### src/traceparent_header_parser_assert.svh
// Assertion macros for the traceparent header parser.
// Used by the top level; expands to nothing when SYNTHESIS is defined.
`ifndef TRACEPARENT_HEADER_PARSER_ASSERT_SVH
`define TRACEPARENT_HEADER_PARSER_ASSERT_SVH

`ifndef SYNTHESIS

// Same-cycle implication, disabled while reset is held.
`define TPH_ASSERT_IMPL(lbl, clk, rst_n, ante, cons) \
  lbl: assert property (@(posedge clk) disable iff (!rst_n) (ante) |-> (cons)) \
    else $error("tph: same-cycle check failed");

// Next-cycle implication, disabled while reset is held.
`define TPH_ASSERT_NEXT(lbl, clk, rst_n, ante, cons) \
  lbl: assert property (@(posedge clk) disable iff (!rst_n) (ante) |=> (cons)) \
    else $error("tph: next-cycle check failed");

`else

`define TPH_ASSERT_IMPL(lbl, clk, rst_n, ante, cons)
`define TPH_ASSERT_NEXT(lbl, clk, rst_n, ante, cons)

`endif

`endif

### src/tph_pkg.sv
// Shared types and constants for the traceparent header parser.
// No dependencies; used by every module of the block.
`timescale 1ns / 1ps

package tph_pkg;

  localparam int unsigned POS_W = 6;

  // Layout positions (zero based) inside the header string
  localparam logic [POS_W-1:0] FULL_LENGTH   = 6'd55;
  localparam logic [POS_W-1:0] POS_VER_DASH  = 6'd2;
  localparam logic [POS_W-1:0] POS_TRACE_LO  = 6'd19;
  localparam logic [POS_W-1:0] POS_SPAN_DASH = 6'd35;
  localparam logic [POS_W-1:0] POS_FLAG_DASH = 6'd52;

  // Character codes
  localparam logic [7:0] CHAR_DASH  = 8'h2D;
  localparam logic [7:0] CHAR_ZERO  = 8'h30;
  localparam logic [7:0] CHAR_NINE  = 8'h39;
  localparam logic [7:0] CHAR_LA    = 8'h61;
  localparam logic [7:0] CHAR_LF    = 8'h66;
  localparam logic [7:0] CHAR_UA    = 8'h41;
  localparam logic [7:0] CHAR_UF    = 8'h46;
  localparam logic [7:0] HEX_TEN    = 8'd10;

  // Pre-decoded character, held in the input stage
  typedef struct packed {
    logic [3:0] nibble;   // hex value, zero when not a hex digit
    logic       hex_ok;
    logic       zero_ch;
    logic       dash_ch;
    logic       last;
  } char_class_t;

  // One result item
  typedef struct packed {
    logic        ctx_valid;
    logic [63:0] trace_high;
    logic [63:0] trace_low;
    logic [63:0] span_value;
    logic [7:0]  flag_bits;
  } result_t;

  // Parser status seen by the top level
  typedef struct packed {
    logic [POS_W-1:0] pos;
    logic             err;
  } accum_status_t;

endpackage

### src/tph_if.sv
// Valid/ready channel interfaces for the traceparent header parser.
// Depends on nothing but plain logic types.
`timescale 1ns / 1ps

interface tph_in_if;
  logic       valid;
  logic       ready;
  logic [7:0] char_code;
  logic       is_last;

  modport source (output valid, output char_code, output is_last, input ready);
  modport sink   (input valid, input char_code, input is_last, output ready);
endinterface

interface tph_out_if;
  logic        valid;
  logic        ready;
  logic        ctx_valid;
  logic [63:0] trace_high;
  logic [63:0] trace_low;
  logic [63:0] span_value;
  logic [7:0]  flag_bits;

  modport source (output valid, output ctx_valid, output trace_high, output trace_low,
                  output span_value, output flag_bits, input ready);
  modport sink   (input valid, input ctx_valid, input trace_high, input trace_low,
                  input span_value, input flag_bits, output ready);
endinterface

### src/tph_char_decode.sv
// Character classifier: hex value and layout classes of one input byte.
// Depends on tph_pkg.
`timescale 1ns / 1ps

module tph_char_decode (
  input  logic [7:0]          char_code,
  input  logic                is_last,
  output tph_pkg::char_class_t cls
);

  logic is_dec;
  logic is_lower;
  logic is_upper;

  // Classify the three hex ranges
  assign is_dec   = (char_code >= tph_pkg::CHAR_ZERO) && (char_code <= tph_pkg::CHAR_NINE);
  assign is_lower = (char_code >= tph_pkg::CHAR_LA) && (char_code <= tph_pkg::CHAR_LF);
  assign is_upper = (char_code >= tph_pkg::CHAR_UA) && (char_code <= tph_pkg::CHAR_UF);

  // Build the nibble; a non-hex byte shifts in zero
  always_comb begin
    cls.nibble = 4'd0;
    if (is_dec) begin
      cls.nibble = 4'(char_code - tph_pkg::CHAR_ZERO);
    end else if (is_lower) begin
      cls.nibble = 4'(char_code - tph_pkg::CHAR_LA + tph_pkg::HEX_TEN);
    end else if (is_upper) begin
      cls.nibble = 4'(char_code - tph_pkg::CHAR_UA + tph_pkg::HEX_TEN);
    end
    cls.hex_ok  = is_dec || is_lower || is_upper;
    cls.zero_ch = (char_code == tph_pkg::CHAR_ZERO);
    cls.dash_ch = (char_code == tph_pkg::CHAR_DASH);
    cls.last    = is_last;
  end

endmodule

### src/tph_field_accum.sv
// Position tracking, layout check and id shift registers of the parser.
// Depends on tph_pkg; gives the result of the string on its last item.
`timescale 1ns / 1ps

module tph_field_accum (
  input  logic                   clk,
  input  logic                   rst_n,
  input  logic                   step,      // consume one item this cycle
  input  tph_pkg::char_class_t   cls,
  output tph_pkg::result_t       res,       // valid to take when step && cls.last
  output tph_pkg::accum_status_t status
);

  logic [tph_pkg::POS_W-1:0] pos_r, pos_upd, pos_nxt;
  logic                      err_r, err_upd, err_nxt;
  logic [63:0]               th_r, th_upd, th_nxt;
  logic [63:0]               tl_r, tl_upd, tl_nxt;
  logic [63:0]               sp_r, sp_upd, sp_nxt;
  logic [7:0]                fl_r, fl_upd, fl_nxt;
  logic                      in_window;
  logic                      ok;

  assign in_window = pos_r < tph_pkg::FULL_LENGTH;

  // Check the layout and shift the digit into its field
  always_comb begin
    pos_upd = pos_r;
    err_upd = err_r;
    th_upd  = th_r;
    tl_upd  = tl_r;
    sp_upd  = sp_r;
    fl_upd  = fl_r;
    if (step && in_window) begin
      if (pos_r < tph_pkg::POS_VER_DASH) begin
        if (!cls.zero_ch) err_upd = 1'b1;
      end else if (pos_r == tph_pkg::POS_VER_DASH || pos_r == tph_pkg::POS_SPAN_DASH ||
                   pos_r == tph_pkg::POS_FLAG_DASH) begin
        if (!cls.dash_ch) err_upd = 1'b1;
      end else begin
        if (!cls.hex_ok) err_upd = 1'b1;
        if (pos_r < tph_pkg::POS_TRACE_LO) begin
          th_upd = {th_r[59:0], cls.nibble};
        end else if (pos_r < tph_pkg::POS_SPAN_DASH) begin
          tl_upd = {tl_r[59:0], cls.nibble};
        end else if (pos_r < tph_pkg::POS_FLAG_DASH) begin
          sp_upd = {sp_r[59:0], cls.nibble};
        end else begin
          fl_upd = {fl_r[3:0], cls.nibble};
        end
      end
      pos_upd = pos_r + 1'b1;
    end
  end

  // Judge the string as it stands after this item
  assign ok = (pos_upd >= tph_pkg::FULL_LENGTH) && !err_upd &&
              ((th_upd | tl_upd) != 64'd0) && (sp_upd != 64'd0);

  always_comb begin
    res.ctx_valid  = ok;
    res.trace_high = ok ? th_upd : 64'd0;
    res.trace_low  = ok ? tl_upd : 64'd0;
    res.span_value = ok ? sp_upd : 64'd0;
    res.flag_bits  = ok ? fl_upd : 8'd0;
  end

  // Clear everything after the last item of a string
  always_comb begin
    pos_nxt = pos_upd;
    err_nxt = err_upd;
    th_nxt  = th_upd;
    tl_nxt  = tl_upd;
    sp_nxt  = sp_upd;
    fl_nxt  = fl_upd;
    if (step && cls.last) begin
      pos_nxt = '0;
      err_nxt = 1'b0;
      th_nxt  = '0;
      tl_nxt  = '0;
      sp_nxt  = '0;
      fl_nxt  = '0;
    end
  end

  always_ff @(posedge clk) begin
    if (!rst_n) begin
      pos_r <= '0;
      err_r <= 1'b0;
      th_r  <= '0;
      tl_r  <= '0;
      sp_r  <= '0;
      fl_r  <= '0;
    end else begin
      pos_r <= pos_nxt;
      err_r <= err_nxt;
      th_r  <= th_nxt;
      tl_r  <= tl_nxt;
      sp_r  <= sp_nxt;
      fl_r  <= fl_nxt;
    end
  end

  assign status.pos = pos_r;
  assign status.err = err_r;

endmodule

### src/tph_result_reg.sv
// Output register of the parser: holds one result item until taken.
// Depends on tph_pkg.
`timescale 1ns / 1ps

module tph_result_reg (
  input  logic             clk,
  input  logic             rst_n,
  input  logic             load,
  input  tph_pkg::result_t load_data,
  input  logic             out_ready,
  output logic             slot_free,
  output logic             out_valid,
  output tph_pkg::result_t out_data
);

  logic             valid_r, valid_nxt;
  tph_pkg::result_t data_r, data_nxt;

  // Free when empty or when the held item leaves this cycle
  assign slot_free = !valid_r || out_ready;

  always_comb begin
    valid_nxt = valid_r;
    data_nxt  = data_r;
    if (load) begin
      valid_nxt = 1'b1;
      data_nxt  = load_data;
    end else if (out_ready) begin
      valid_nxt = 1'b0;
    end
  end

  always_ff @(posedge clk) begin
    if (!rst_n) begin
      valid_r <= 1'b0;
    end else begin
      valid_r <= valid_nxt;
    end
  end

  // Payload needs no reset
  always_ff @(posedge clk) begin
    data_r <= data_nxt;
  end

  assign out_valid = valid_r;
  assign out_data  = data_r;

endmodule

### src/traceparent_header_parser.sv
// Streaming traceparent header parser, top level.
// Depends on tph_pkg, tph_if, tph_char_decode, tph_field_accum, tph_result_reg
// and the assertion macros in traceparent_header_parser_assert.svh.
//
// Usage:
//   in_if carries the header string, one ASCII byte per item, with is_last
//   set on the final byte. out_if carries one result item per string: the
//   trace id halves, span id and flags byte with ctx_valid set, or all zeros
//   with ctx_valid clear when the layout is wrong, the string is shorter than
//   55 bytes or an id is zero. Bytes past the 55th are not checked.
//   An item is taken when valid and ready are both high at a clock edge.
//   The result of a last byte passes through the input register and then the
//   output register before it shows on out_if.
//   Throughput: one byte per cycle unless a last byte waits for the output
//   register; decode sits before the input register, field update after it.
//   When out_if stalls, bytes that are not last keep flowing; a last byte
//   waits in the input register until the output register has room.
//   Reset (rst_n low, synchronous) empties both registers and starts a new
//   string.
`timescale 1ns / 1ps
`include "traceparent_header_parser_assert.svh"

module traceparent_header_parser (
  input  logic       clk,
  input  logic       rst_n,
  tph_in_if.sink     in_if,
  tph_out_if.source  out_if
);

  tph_pkg::char_class_t   dec_cls;
  tph_pkg::char_class_t   s1_cls_r, s1_cls_nxt;
  logic                   s1_valid_r, s1_valid_nxt;
  logic                   s1_step;
  logic                   in_take;
  logic                   slot_free;
  tph_pkg::result_t       acc_res;
  tph_pkg::result_t       out_data;
  tph_pkg::accum_status_t acc_status;
  logic                   out_valid;

  // Classify the incoming byte
  tph_char_decode u_decode (
    .char_code (in_if.char_code),
    .is_last   (in_if.is_last),
    .cls       (dec_cls)
  );

  // Advance the held item unless it is a last byte facing a full output
  assign s1_step = s1_valid_r && (!s1_cls_r.last || slot_free);
  assign in_if.ready = !s1_valid_r || s1_step;
  assign in_take = in_if.valid && in_if.ready;

  // Input register
  always_comb begin
    s1_valid_nxt = s1_valid_r;
    s1_cls_nxt   = s1_cls_r;
    if (in_take) begin
      s1_valid_nxt = 1'b1;
      s1_cls_nxt   = dec_cls;
    end else if (s1_step) begin
      s1_valid_nxt = 1'b0;
    end
  end

  always_ff @(posedge clk) begin
    if (!rst_n) begin
      s1_valid_r <= 1'b0;
    end else begin
      s1_valid_r <= s1_valid_nxt;
    end
  end

  always_ff @(posedge clk) begin
    s1_cls_r <= s1_cls_nxt;
  end

  // Layout check and id accumulation
  tph_field_accum u_accum (
    .clk    (clk),
    .rst_n  (rst_n),
    .step   (s1_step),
    .cls    (s1_cls_r),
    .res    (acc_res),
    .status (acc_status)
  );

  // Output register
  tph_result_reg u_result (
    .clk       (clk),
    .rst_n     (rst_n),
    .load      (s1_step && s1_cls_r.last),
    .load_data (acc_res),
    .out_ready (out_if.ready),
    .slot_free (slot_free),
    .out_valid (out_valid),
    .out_data  (out_data)
  );

  assign out_if.valid      = out_valid;
  assign out_if.ctx_valid  = out_data.ctx_valid;
  assign out_if.trace_high = out_data.trace_high;
  assign out_if.trace_low  = out_data.trace_low;
  assign out_if.span_value = out_data.span_value;
  assign out_if.flag_bits  = out_data.flag_bits;

  // Checks
  `TPH_ASSERT_NEXT(a_last_gives_result, clk, rst_n, s1_step && s1_cls_r.last, out_if.valid)
  `TPH_ASSERT_NEXT(a_last_clears_pos, clk, rst_n, s1_step && s1_cls_r.last, acc_status.pos == '0 && !acc_status.err)
  `TPH_ASSERT_IMPL(a_invalid_is_zero, clk, rst_n, out_if.valid && !out_if.ctx_valid, out_if.trace_high == 64'd0 && out_if.trace_low == 64'd0 && out_if.span_value == 64'd0 && out_if.flag_bits == 8'd0)
  `TPH_ASSERT_IMPL(a_valid_ids_nonzero, clk, rst_n, out_if.valid && out_if.ctx_valid, out_if.span_value != 64'd0 && (out_if.trace_high != 64'd0 || out_if.trace_low != 64'd0))

endmodule

### src/flat_wrapper.sv
// flat-port wrapper written by rule: the top's interface ports become plain ports
module traceparent_header_parser_flat 
  (clk, rst_n, in_if_valid, in_if_char_code, in_if_is_last, in_if_ready, out_if_valid, out_if_ctx_valid, out_if_trace_high, out_if_trace_low, out_if_span_value, out_if_flag_bits, out_if_ready);
  tph_in_if in_if_i ();
  tph_out_if out_if_i ();
  input  logic clk;
  input  logic rst_n;
  input wire logic [$bits(in_if_i.valid)-1:0] in_if_valid;
  input wire logic [$bits(in_if_i.char_code)-1:0] in_if_char_code;
  input wire logic [$bits(in_if_i.is_last)-1:0] in_if_is_last;
  output wire logic [$bits(in_if_i.ready)-1:0] in_if_ready;
  output wire logic [$bits(out_if_i.valid)-1:0] out_if_valid;
  output wire logic [$bits(out_if_i.ctx_valid)-1:0] out_if_ctx_valid;
  output wire logic [$bits(out_if_i.trace_high)-1:0] out_if_trace_high;
  output wire logic [$bits(out_if_i.trace_low)-1:0] out_if_trace_low;
  output wire logic [$bits(out_if_i.span_value)-1:0] out_if_span_value;
  output wire logic [$bits(out_if_i.flag_bits)-1:0] out_if_flag_bits;
  input wire logic [$bits(out_if_i.ready)-1:0] out_if_ready;
  assign in_if_i.valid = in_if_valid;
  assign in_if_i.char_code = in_if_char_code;
  assign in_if_i.is_last = in_if_is_last;
  assign in_if_ready = in_if_i.ready;
  assign out_if_valid = out_if_i.valid;
  assign out_if_ctx_valid = out_if_i.ctx_valid;
  assign out_if_trace_high = out_if_i.trace_high;
  assign out_if_trace_low = out_if_i.trace_low;
  assign out_if_span_value = out_if_i.span_value;
  assign out_if_flag_bits = out_if_i.flag_bits;
  assign out_if_i.ready = out_if_ready;
  traceparent_header_parser u_core (.clk(clk), .rst_n(rst_n), .in_if(in_if_i), .out_if(out_if_i));
endmodule
### config.mk
export PLATFORM = sky130hd
export DESIGN_NAME = traceparent_header_parser_flat
export DESIGN_NICKNAME = d
export VERILOG_FILES = /design/src/tph_pkg.sv /design/src/tph_if.sv /design/src/tph_char_decode.sv /design/src/tph_field_accum.sv /design/src/tph_result_reg.sv /design/src/traceparent_header_parser.sv /design/src/flat_wrapper.sv
export VERILOG_INCLUDE_DIRS = /design/src /design/src/src
export SDC_FILE = /design/constraint.sdc
export NUM_CORES = 1
export LEC_CHECK = 0
export ABC_AREA = 1
export BUFFER_PORTS_ARGS = -buffer_cell sky130_fd_sc_hd__buf_2
export CAP_MARGIN = 5
export CORE_MARGIN = 2
export CORE_UTILIZATION = 25
export DETAILED_ROUTE_END_ITERATION = 12
export PLACE_DENSITY = 0.49
export SYNTH_ARGS = -nofsm -noshare
export SYNTH_HDL_FRONTEND = slang
export SYNTH_SLANG_ARGS = --single-unit
### constraint.sdc
create_clock -name clk -period 6.59 [get_ports clk]
set_input_delay 0.3295 -clock clk [delete_from_list [all_inputs] [get_ports clk]]
set_output_delay 0.3295 -clock clk [all_outputs]
set_load 0.005 [all_outputs]
==> reports/results.txt, run 1 <==
RR Startpoint: u_core.u_accum.pos_r[0]$_SDFF_PP0_
Die X: 262 um
Clk_skew: 35.4 ps
Worst Path Arrival: 5400 ps
Vert. Die Dim: 262 um
Slew Limit Fails: 0
Hold Crit Start: out_if_ready
Root buf cell: clkbuf_16
Top FF cell, synth: edfxtp_1
Final WS setup: 1480 ps
DRC: 0
Crit. End Element: flip-flop
Switching share of power: 22.0%
Crit Reg-Reg Endpoint: u_core.u_result.out_data[115]$_SDFFCE_PN0P_
Final setup violating endpoints: 0
Commonest cells post-synth: nor2_1 (502), nand2_1 (424), inv_1 (235), dfxtp_1 (209), edfxtp_1 (209)
Die area: 68800 sq um
Fin. Hold Viols: 0
Reg power frac: 50.3%
Ys async rst share: 0%
Psw: 1.20 mW
Starting Density: 25.3%
Yosys top cell area share: 37.6%
Crit Path Max Fanout: 55
Cell Area, Synth: 16700 sq um
Leak pwr: 9.17 nW
Worst min path class: in -> reg
Max-slew headroom: 23.1%
TNS Setup: 0 ps
Clock sink count: 418
Yosys cell types: 27
Vias in the first global route: 12358
Most instantiated library cell after synthesis: nor2_1
Gate power share: 3.1%
RSZ-0062 raised after global routing: false
Clock network power share: 46.6%
First-pass GRT wire length: 69200 um
Max incr delay on CP: 700 ps
IO Pins: 216
Drt wl/cell: 14.7 um
VDD IR max: 0.000145 V
Mapped Cells: 1932
Hold Path Depth: 6
Synth area leader: edfxtp_1
Initial DRC count: 923
CP dominant cell by count: nand2_1
Int Pwr: 4.27 mW
Share of cells above drive strength 1: 14.5%
Fin crit share: 77.6%
CTS H-tree depth: 2
Net Count, Synth: 1950
Worst Path Required: 6880 ps
Yosys warns: 0
# fillers: 7001
Core Area: 65900 sq um
Post-synth EDFFs: 209
Area growth syn-to-layout: 20.5%
Max clock buf depth: 3
Buffers added on ports: 215
Internal reg-to-reg setup slack: 1480 ps
Top cells by area, synth: edfxtp_1 (38%), dfxtp_1 (25%), nor2_1 (11%)
Slowest stage cell on the critical path: nand2_2
Synthesis-stage register bit count: 418
Nets@finish: 2137
Mean Syn Cell Area: 8.63 sq um
DR vias: 12647
CTS buffer count: 47
Power consumption: 5.47 mW
Power Density: 272 nW/um^2
Startpoint types: flip-flop
CTS tree: done
Hpwl dp: 30200 um
Initial antenna violation count: 9
Largest net degree at the start of global routing: 142
R2R depth: 20
Crit Path Category: reg -> reg
Placement Setup Slack: 1430 ps
Status: complete, no violations
Tot GR Track Use: 12.6%
Hold endpoint: u_core.u_result.out_valid$_SDFFE_PN0P_
Slew @ Worst Pin: 1150 ps
Clock-pin slew on the worst setup and hold paths: 60 ps
TritonRoute pass-1 iters: 7
Critical Path, Cell by Cell: ha_1 -> nand2_1 -> nand2_1 -> nand2_1 -> nand3_1 -> nor2_4 -> buf_4 -> nand2_2 -> buf_4 -> o21ai_1 -> nand2_1 -> nor2_1 -> nand2_1 -> nor2_1 -> nand2_1 -> nor2_1 -> nand2_1 -> nand3_4 -> buf_4 -> nor2_1
Final ANT Viol Nets: 0
Vias/cell: 4.18
Max frequency: 0.196 GHz
Global route total overflow: 0
Max_cap viols: 0
Detailed Route WL: 44600 um
Sequential share of the synthesized area: 62.7%
# rows: 94
Final Wtd Congestion: 0.820
Tmin final: 5110 ps
Clock network latency to the later pin of the worst-skew pair: 590 ps
-- metrics by stage --
stage                     hold WS (ps)  instances  util (%)  cell area (sq um)
after floorplan                    427       1932         -              16700
after global placement             442       2932      28.2              18600
after detailed placement           449       2932      28.2              18600
after CTS                         38.5       3022      30.5              20100
after global routing              67.1       3025      30.5              20100
final                             84.8       3025      30.5              20100
-- critical path: cells and delay by family (launching register included) --
family | cells | cell delay (ps)
AO/OA/AOI/OAI | 1 | 250
adder cells (fa/ha/maj) | 1 | 270
flip-flops | 1 | 350
buffers and inverters | 3 | 1430
AND/OR/NAND/NOR | 15 | 2460
-- worst max path at each step --
stage | cells after the start | to | start | slack, ps
after floorplan | 5 | u_core.u_result.out_data[0]$_SDFFCE_PN0P_ | u_core.s1_cls_r[0]$_DFFE_PP_ | 1460
after global placement | 17 | u_core.u_result.out_data[183]$_SDFFCE_PN0P_ | u_core.u_accum.pos_r[0]$_SDFF_PP0_ | 1530
after detailed placement | 20 | u_core.u_result.out_data[93]$_SDFFCE_PN0P_ | u_core.u_accum.pos_r[0]$_SDFF_PP0_ | 1430
after CTS | 20 | u_core.u_result.out_data[115]$_SDFFCE_PN0P_ | u_core.u_accum.pos_r[0]$_SDFF_PP0_ | 1390
after global routing | 20 | u_core.u_result.out_data[115]$_SDFFCE_PN0P_ | u_core.u_accum.pos_r[0]$_SDFF_PP0_ | 910
final | 20 | u_core.u_result.out_data[115]$_SDFFCE_PN0P_ | u_core.u_accum.pos_r[0]$_SDFF_PP0_ | 1480
-- layout make-up --
cell class / count / area [sq um] / share of cell area [%]
sequential: 418 / 10500 / 52.1
inverter: 239 / 905 / 4.50
multi-input combinational: 1181 / 4920 / 24.5
antenna: 3 / 7.51 / 0.0374
timing repair buffer: 232 / 1220 / 6.08
clock inverter: 16 / 153 / 0.760
clock buffer: 72 / 1340 / 6.68
tap: 864 / 1080 / 5.38
-- flip-flops by register name, summed over array words and instances (netlist names) --
register                   flops
u_core.u_result.out_data     201
u_core.u_accum.sp_r           64
u_core.u_accum.th_r           64
u_core.u_accum.tl_r           64
u_core.s1_cls_r                8
u_core.u_accum.fl_r            8
u_core.u_accum.pos_r           6
u_core.s1_valid_r              1
u_core.u_accum.err_r           1
u_core.u_result.out_valid      1
-- placed cells by master, fill, tap and decap left out, drive strengths merged, types with 4 or more instances in the layout --
master and n:
a21oi 10, buf 230, clkbuf 72, clkinv 11, dfxtp 209, edfxtp 209, ha 5, inv 241
nand2 424, nand3 104, nand4 6, nor2 507, nor3 4, o21ai 108, xor2 4
-- per-layer routing --
metal  track usage, %  up-vias  share of wire, %
li1                 -     6410                 -
met1             16.2     5879                45
met2             20.8      269                47
met3             3.38       79               5.9
met4             3.67       10               2.5
met5                0        -              0.11
-- logic make-up (layout without fill, tap and decap cells) --
kind of cell	count (synthesis)	in the layout	synth area share [%]
xor gates and xnor gates	4	4	0.210
DFF	418	418	62.7
adders and majority gates	5	5	0.375
other	0	3	0
buffers and inverters	333	559	8.04
muxes	2	2	0.120
AOI/OAI and AO/OA	120	120	3.70
and+or+nand+nor	1050	1050	24.8
-- power groups by stage --
stage | clock network (mW) | registers (mW) | logic [mW]
2_1_floorplan | 0 | 2.81 | 0.112
3_3_place_gp | 0 | 2.81 | 0.171
3_5_place_dp | 0 | 2.81 | 0.172
4_1_cts | 2.64 | 2.75 | 0.174
5_1_grt | 2.73 | 2.75 | 0.194
6_report | 2.55 | 2.75 | 0.170
-- what timing repair did --
item | 4_1_cts | 5_1_grt
resized for setup | 0 | 0
hold endpoints to repair | 3 | 0
buffers inserted | 0 | 0
hold buffers | 2 | 0
Power figures use the tool's default switching activity.
==> inputs of run 2 (changes only) <==
PLACE_DENSITY = 0.5   (was 0.49)
clock period = 4.5 ns   (was 6.59 ns; I/O delays follow)
==> run 2 against run 1 <==
  * Sequential power rose by 47%
  * Worst hold slack improved by 23 ps
  * Worst setup slack got worse by 890 ps
  * Core utilization rose by 0.49 points
  * Clock power rose by 56%
  * Combinational power rose by 55%
  * Die area did not move
  * Non-clock buffer count rose by 13
  * Design area rose by 1.6%
  * Largest cell class unchanged
==> reports/results.txt, run 2 (same netlist as run 1, synthesis figures left out) <==
Status: complete, no violations (unchanged)
IO Pins: 216 (unchanged)
Detailed Route WL: 44800 um (was 44600 um)
Final Wtd Congestion: 0.804 (was 0.820)
Tmin final: 3920 ps (was 5110 ps)
Global route total overflow: 0 (unchanged)
Crit. End Element: flip-flop (unchanged)
Share of cells above drive strength 1: 15.2% (was 14.5%)
Largest net degree at the start of global routing: 91 (was 142)
Max frequency: 0.255 GHz (was 0.196 GHz)
Initial antenna violation count: 4 (was 9)
Core Area: 65900 sq um (unchanged)
Psw: 1.81 mW (was 1.20 mW)
Int Pwr: 6.46 mW (was 4.27 mW)
Buffers added on ports: 215 (unchanged)
TNS Setup: 0 ps (unchanged)
Max reg flops: 201 (unchanged)
Worst min path class: in -> reg (unchanged)
Worst Path Arrival: 4230 ps (was 5400 ps)
Crit Path Max Fanout: 48 (was 55)
RSZ-0062 raised after global routing: false (unchanged)
Root buf cell: clkbuf_16 (unchanged)
Hpwl dp: 30900 um (was 30200 um)
Vias in the first global route: 12507 (was 12358)
CTS Hold Buffers Added: 5 (was 2)
Drt wl/cell: 14.8 um (was 14.7 um)
Commonest non-fill, non-tap cells in the layout: nor2_1 (500), nand2_1 (421), inv_1 (234) (unchanged)
CTS tree: done (unchanged)
# fillers: 7012 (was 7001)
R2R depth: 17 (was 20)
DR vias: 12666 (was 12647)
Clock sink count: 418 (unchanged)
Die area: 68800 sq um (unchanged)
Slew @ Worst Pin: 1100 ps (was 1150 ps)
Gate power share: 3.2% (was 3.1%)
Max-slew headroom: 26.4% (was 23.1%)
Vert. Die Dim: 262 um (unchanged)
CTS H-tree depth: 2 (unchanged)
# rows: 94 (unchanged)
Clock-pin slew on the worst setup and hold paths: 70 ps (was 60 ps)
Die X: 262 um (unchanged)
Final ANT Viol Nets: 0 (unchanged)
Power Density: 405 nW/um^2 (was 272 nW/um^2)
Fin. Hold Viols: 0 (unchanged)
Switching share of power: 21.9% (was 22.0%)
Max_cap viols: 0 (unchanged)
Most common cell after layout, fill and taps aside: nor2_1 (unchanged)
Clock network power share: 48.1% (was 46.6%)
Final setup violating endpoints: 0 (unchanged)
Placement Setup Slack: 586 ps (was 1430 ps)
Max incr delay on CP: 420 ps (was 700 ps)
RR Startpoint: u_core.u_accum.pos_r[0]$_SDFF_PP0_ (unchanged)
First-pass GRT wire length: 69900 um (was 69200 um)
Placed Cells: 2942 (was 2932)
Reg power frac: 48.7% (was 50.3%)
Max clock buf depth: 3 (unchanged)
TritonRoute pass-1 iters: 5 (was 7)
Vias/cell: 4.18 (about the same)
Startpoint types: flip-flop (unchanged)
CP Launch Point: u_core.u_accum.pos_r[0]$_SDFF_PP0_ (unchanged)
Crit Reg-Reg Endpoint: u_core.u_result.out_data[184]$_SDFFCE_PN0P_ (was u_core.u_result.out_data[115]$_SDFFCE_PN0P_)
DRC: 0 (unchanged)
Post-CTS sizing: 0 (unchanged)
Clk_skew: 17.3 ps (was 35.4 ps)
Final WS setup: 585 ps (was 1480 ps)
CTS buffer count: 47 (unchanged)
Area growth syn-to-layout: 22.4% (was 20.5%)
Post-CTS Setup Inserts: 0 (unchanged)
Tot GR Track Use: 12.7% (was 12.6%)
Fin crit share: 87.0% (was 77.6%)
Post-layout util: 31.0% (was 30.5%)
Starting Density: 25.3% (unchanged)
Nets@finish: 2150 (was 2137)
Worst Path Required: 4810 ps (was 6880 ps)
VDD IR max: 0.000241 V (was 0.000145 V)
Slowest stage cell on the critical path: dfxtp_1 (was nand2_2)
Initial DRC count: 643 (was 923)
Internal reg-to-reg setup slack: 580 ps (was 1480 ps)
Slew Limit Fails: 0 (unchanged)
CP Capture Point: u_core.u_result.out_data[184]$_SDFFCE_PN0P_ (was u_core.u_result.out_data[115]$_SDFFCE_PN0P_)
Crit Path Category: reg -> reg (unchanged)
Clock network latency to the later pin of the worst-skew pair: 570 ps (was 590 ps)
CP dominant cell by count: nor2_1 (was nand2_1)
Non-Filler Instances: 3033 (was 3025)
Critical Path, Cell by Cell: ha_1 -> nor2_1 -> a21oi_4 -> nand3_4 -> buf_4 -> o21ai_1 -> nand2_1 -> nor2_1 -> nand2_1 -> nor2_1 -> nand2_1 -> nor2_1 -> nand2_1 -> nand3_4 -> buf_12 -> buf_12 -> nor2_1 (was ha_1 -> nand2_1 -> nand2_1 -> nand2_1 -> nand3_1 -> nor2_4 -> buf_4 -> nand2_2 -> buf_4 -> o21ai_1 -> nand2_1 -> nor2_1 -> nand2_1 -> nor2_1 -> nand2_1 -> nor2_1 -> nand2_1 -> nand3_4 -> buf_4 -> nor2_1)
Leak pwr: 9.31 nW (was 9.17 nW)
## run 2: cell count changes in the layout (fill, tap and decap cells not counted)
cell           delta
buf_12           +11
buf_4             -1
bufinv_16         +5
clkbuf_1         -12
clkbuf_16         -2
clkinv_1          +2
clkinv_8          -1
clkinvlp_4        +6
diode_2           -2
dlygate4sd3_1     +3
inv_4             -1
## run 2: worst min-delay path by stage
stage                       start                                endpoint  slack [ps]  depth (start not counted)
3_3_place_gp        in_if_is_last            u_core.s1_cls_r[0]$_DFFE_PP_         410                          1
3_5_place_dp        in_if_is_last            u_core.s1_cls_r[0]$_DFFE_PP_         410                          1
4_1_cts        in_if_char_code[5]            u_core.s1_cls_r[1]$_DFFE_PP_          40                          3
5_1_grt        in_if_char_code[3]            u_core.s1_cls_r[1]$_DFFE_PP_          80                          3
6_report       in_if_char_code[3]            u_core.s1_cls_r[7]$_DFFE_PP_         110                          3
2_1_floorplan               rst_n  u_core.u_result.out_valid$_SDFFE_PN0P_         320                          2
## run 2: area by class of cell
type,count,area [sq um],area share [%]
flip-flops and latches,418,10500,51.2
multi-input cells,1181,4920,24.1
repair buffers,245,1460,7.17
clock buffers,58,1250,6.11
well taps,864,1080,5.30
inverters,239,901,4.41
clock inverters,27,337,1.65
diodes,1,2.50,0.0123
## run 2: worst max-delay path, delay by kind of cell (launching register included)
| family | cells | cell delay [ps] |
|---|---|---|
| and+or+nand+nor | 11 | 1560 |
| DFF | 1 | 420 |
| buffers and inverters | 3 | 710 |
| adders and majority gates | 1 | 270 |
| AOI/OAI and AO/OA | 2 | 640 |
## run 2: power groups by stage
| stage | clock network (mW) | logic, mW | registers (mW) |
|---|---|---|---|
| floorplan | 0 | 0.164 | 4.11 |
| global placement | 0 | 0.266 | 4.11 |
| detailed placement | 0 | 0.265 | 4.11 |
| CTS | 4.10 | 0.270 | 4.03 |
| global route | 4.24 | 0.299 | 4.03 |
| finish | 3.97 | 0.263 | 4.03 |
## run 2: per-stage QoR
stage | hold slack [ps] | cell area (sq um) | power [mW]
2_1_floorplan | 323 | 16700 | 4.27
3_3_place_gp | 409 | 18800 | 4.38
3_5_place_dp | 407 | 18800 | 4.37
5_1_grt | 78.8 | 20400 | 8.56
6_report | 108 | 20400 | 8.26
4_1_cts | 44.2 | 20400 | 8.40
## run 2: per-layer routing
layer | vias up | GRT usage, % | wire length (um)
li1 | 6427 | - | -
met2 | 244 | 21.5 | 21300
met3 | 71 | 2.96 | 2270
met1 | 5918 | 16.3 | 20200
met5 | - | 0 | 34
met4 | 6 | 3.32 | 965
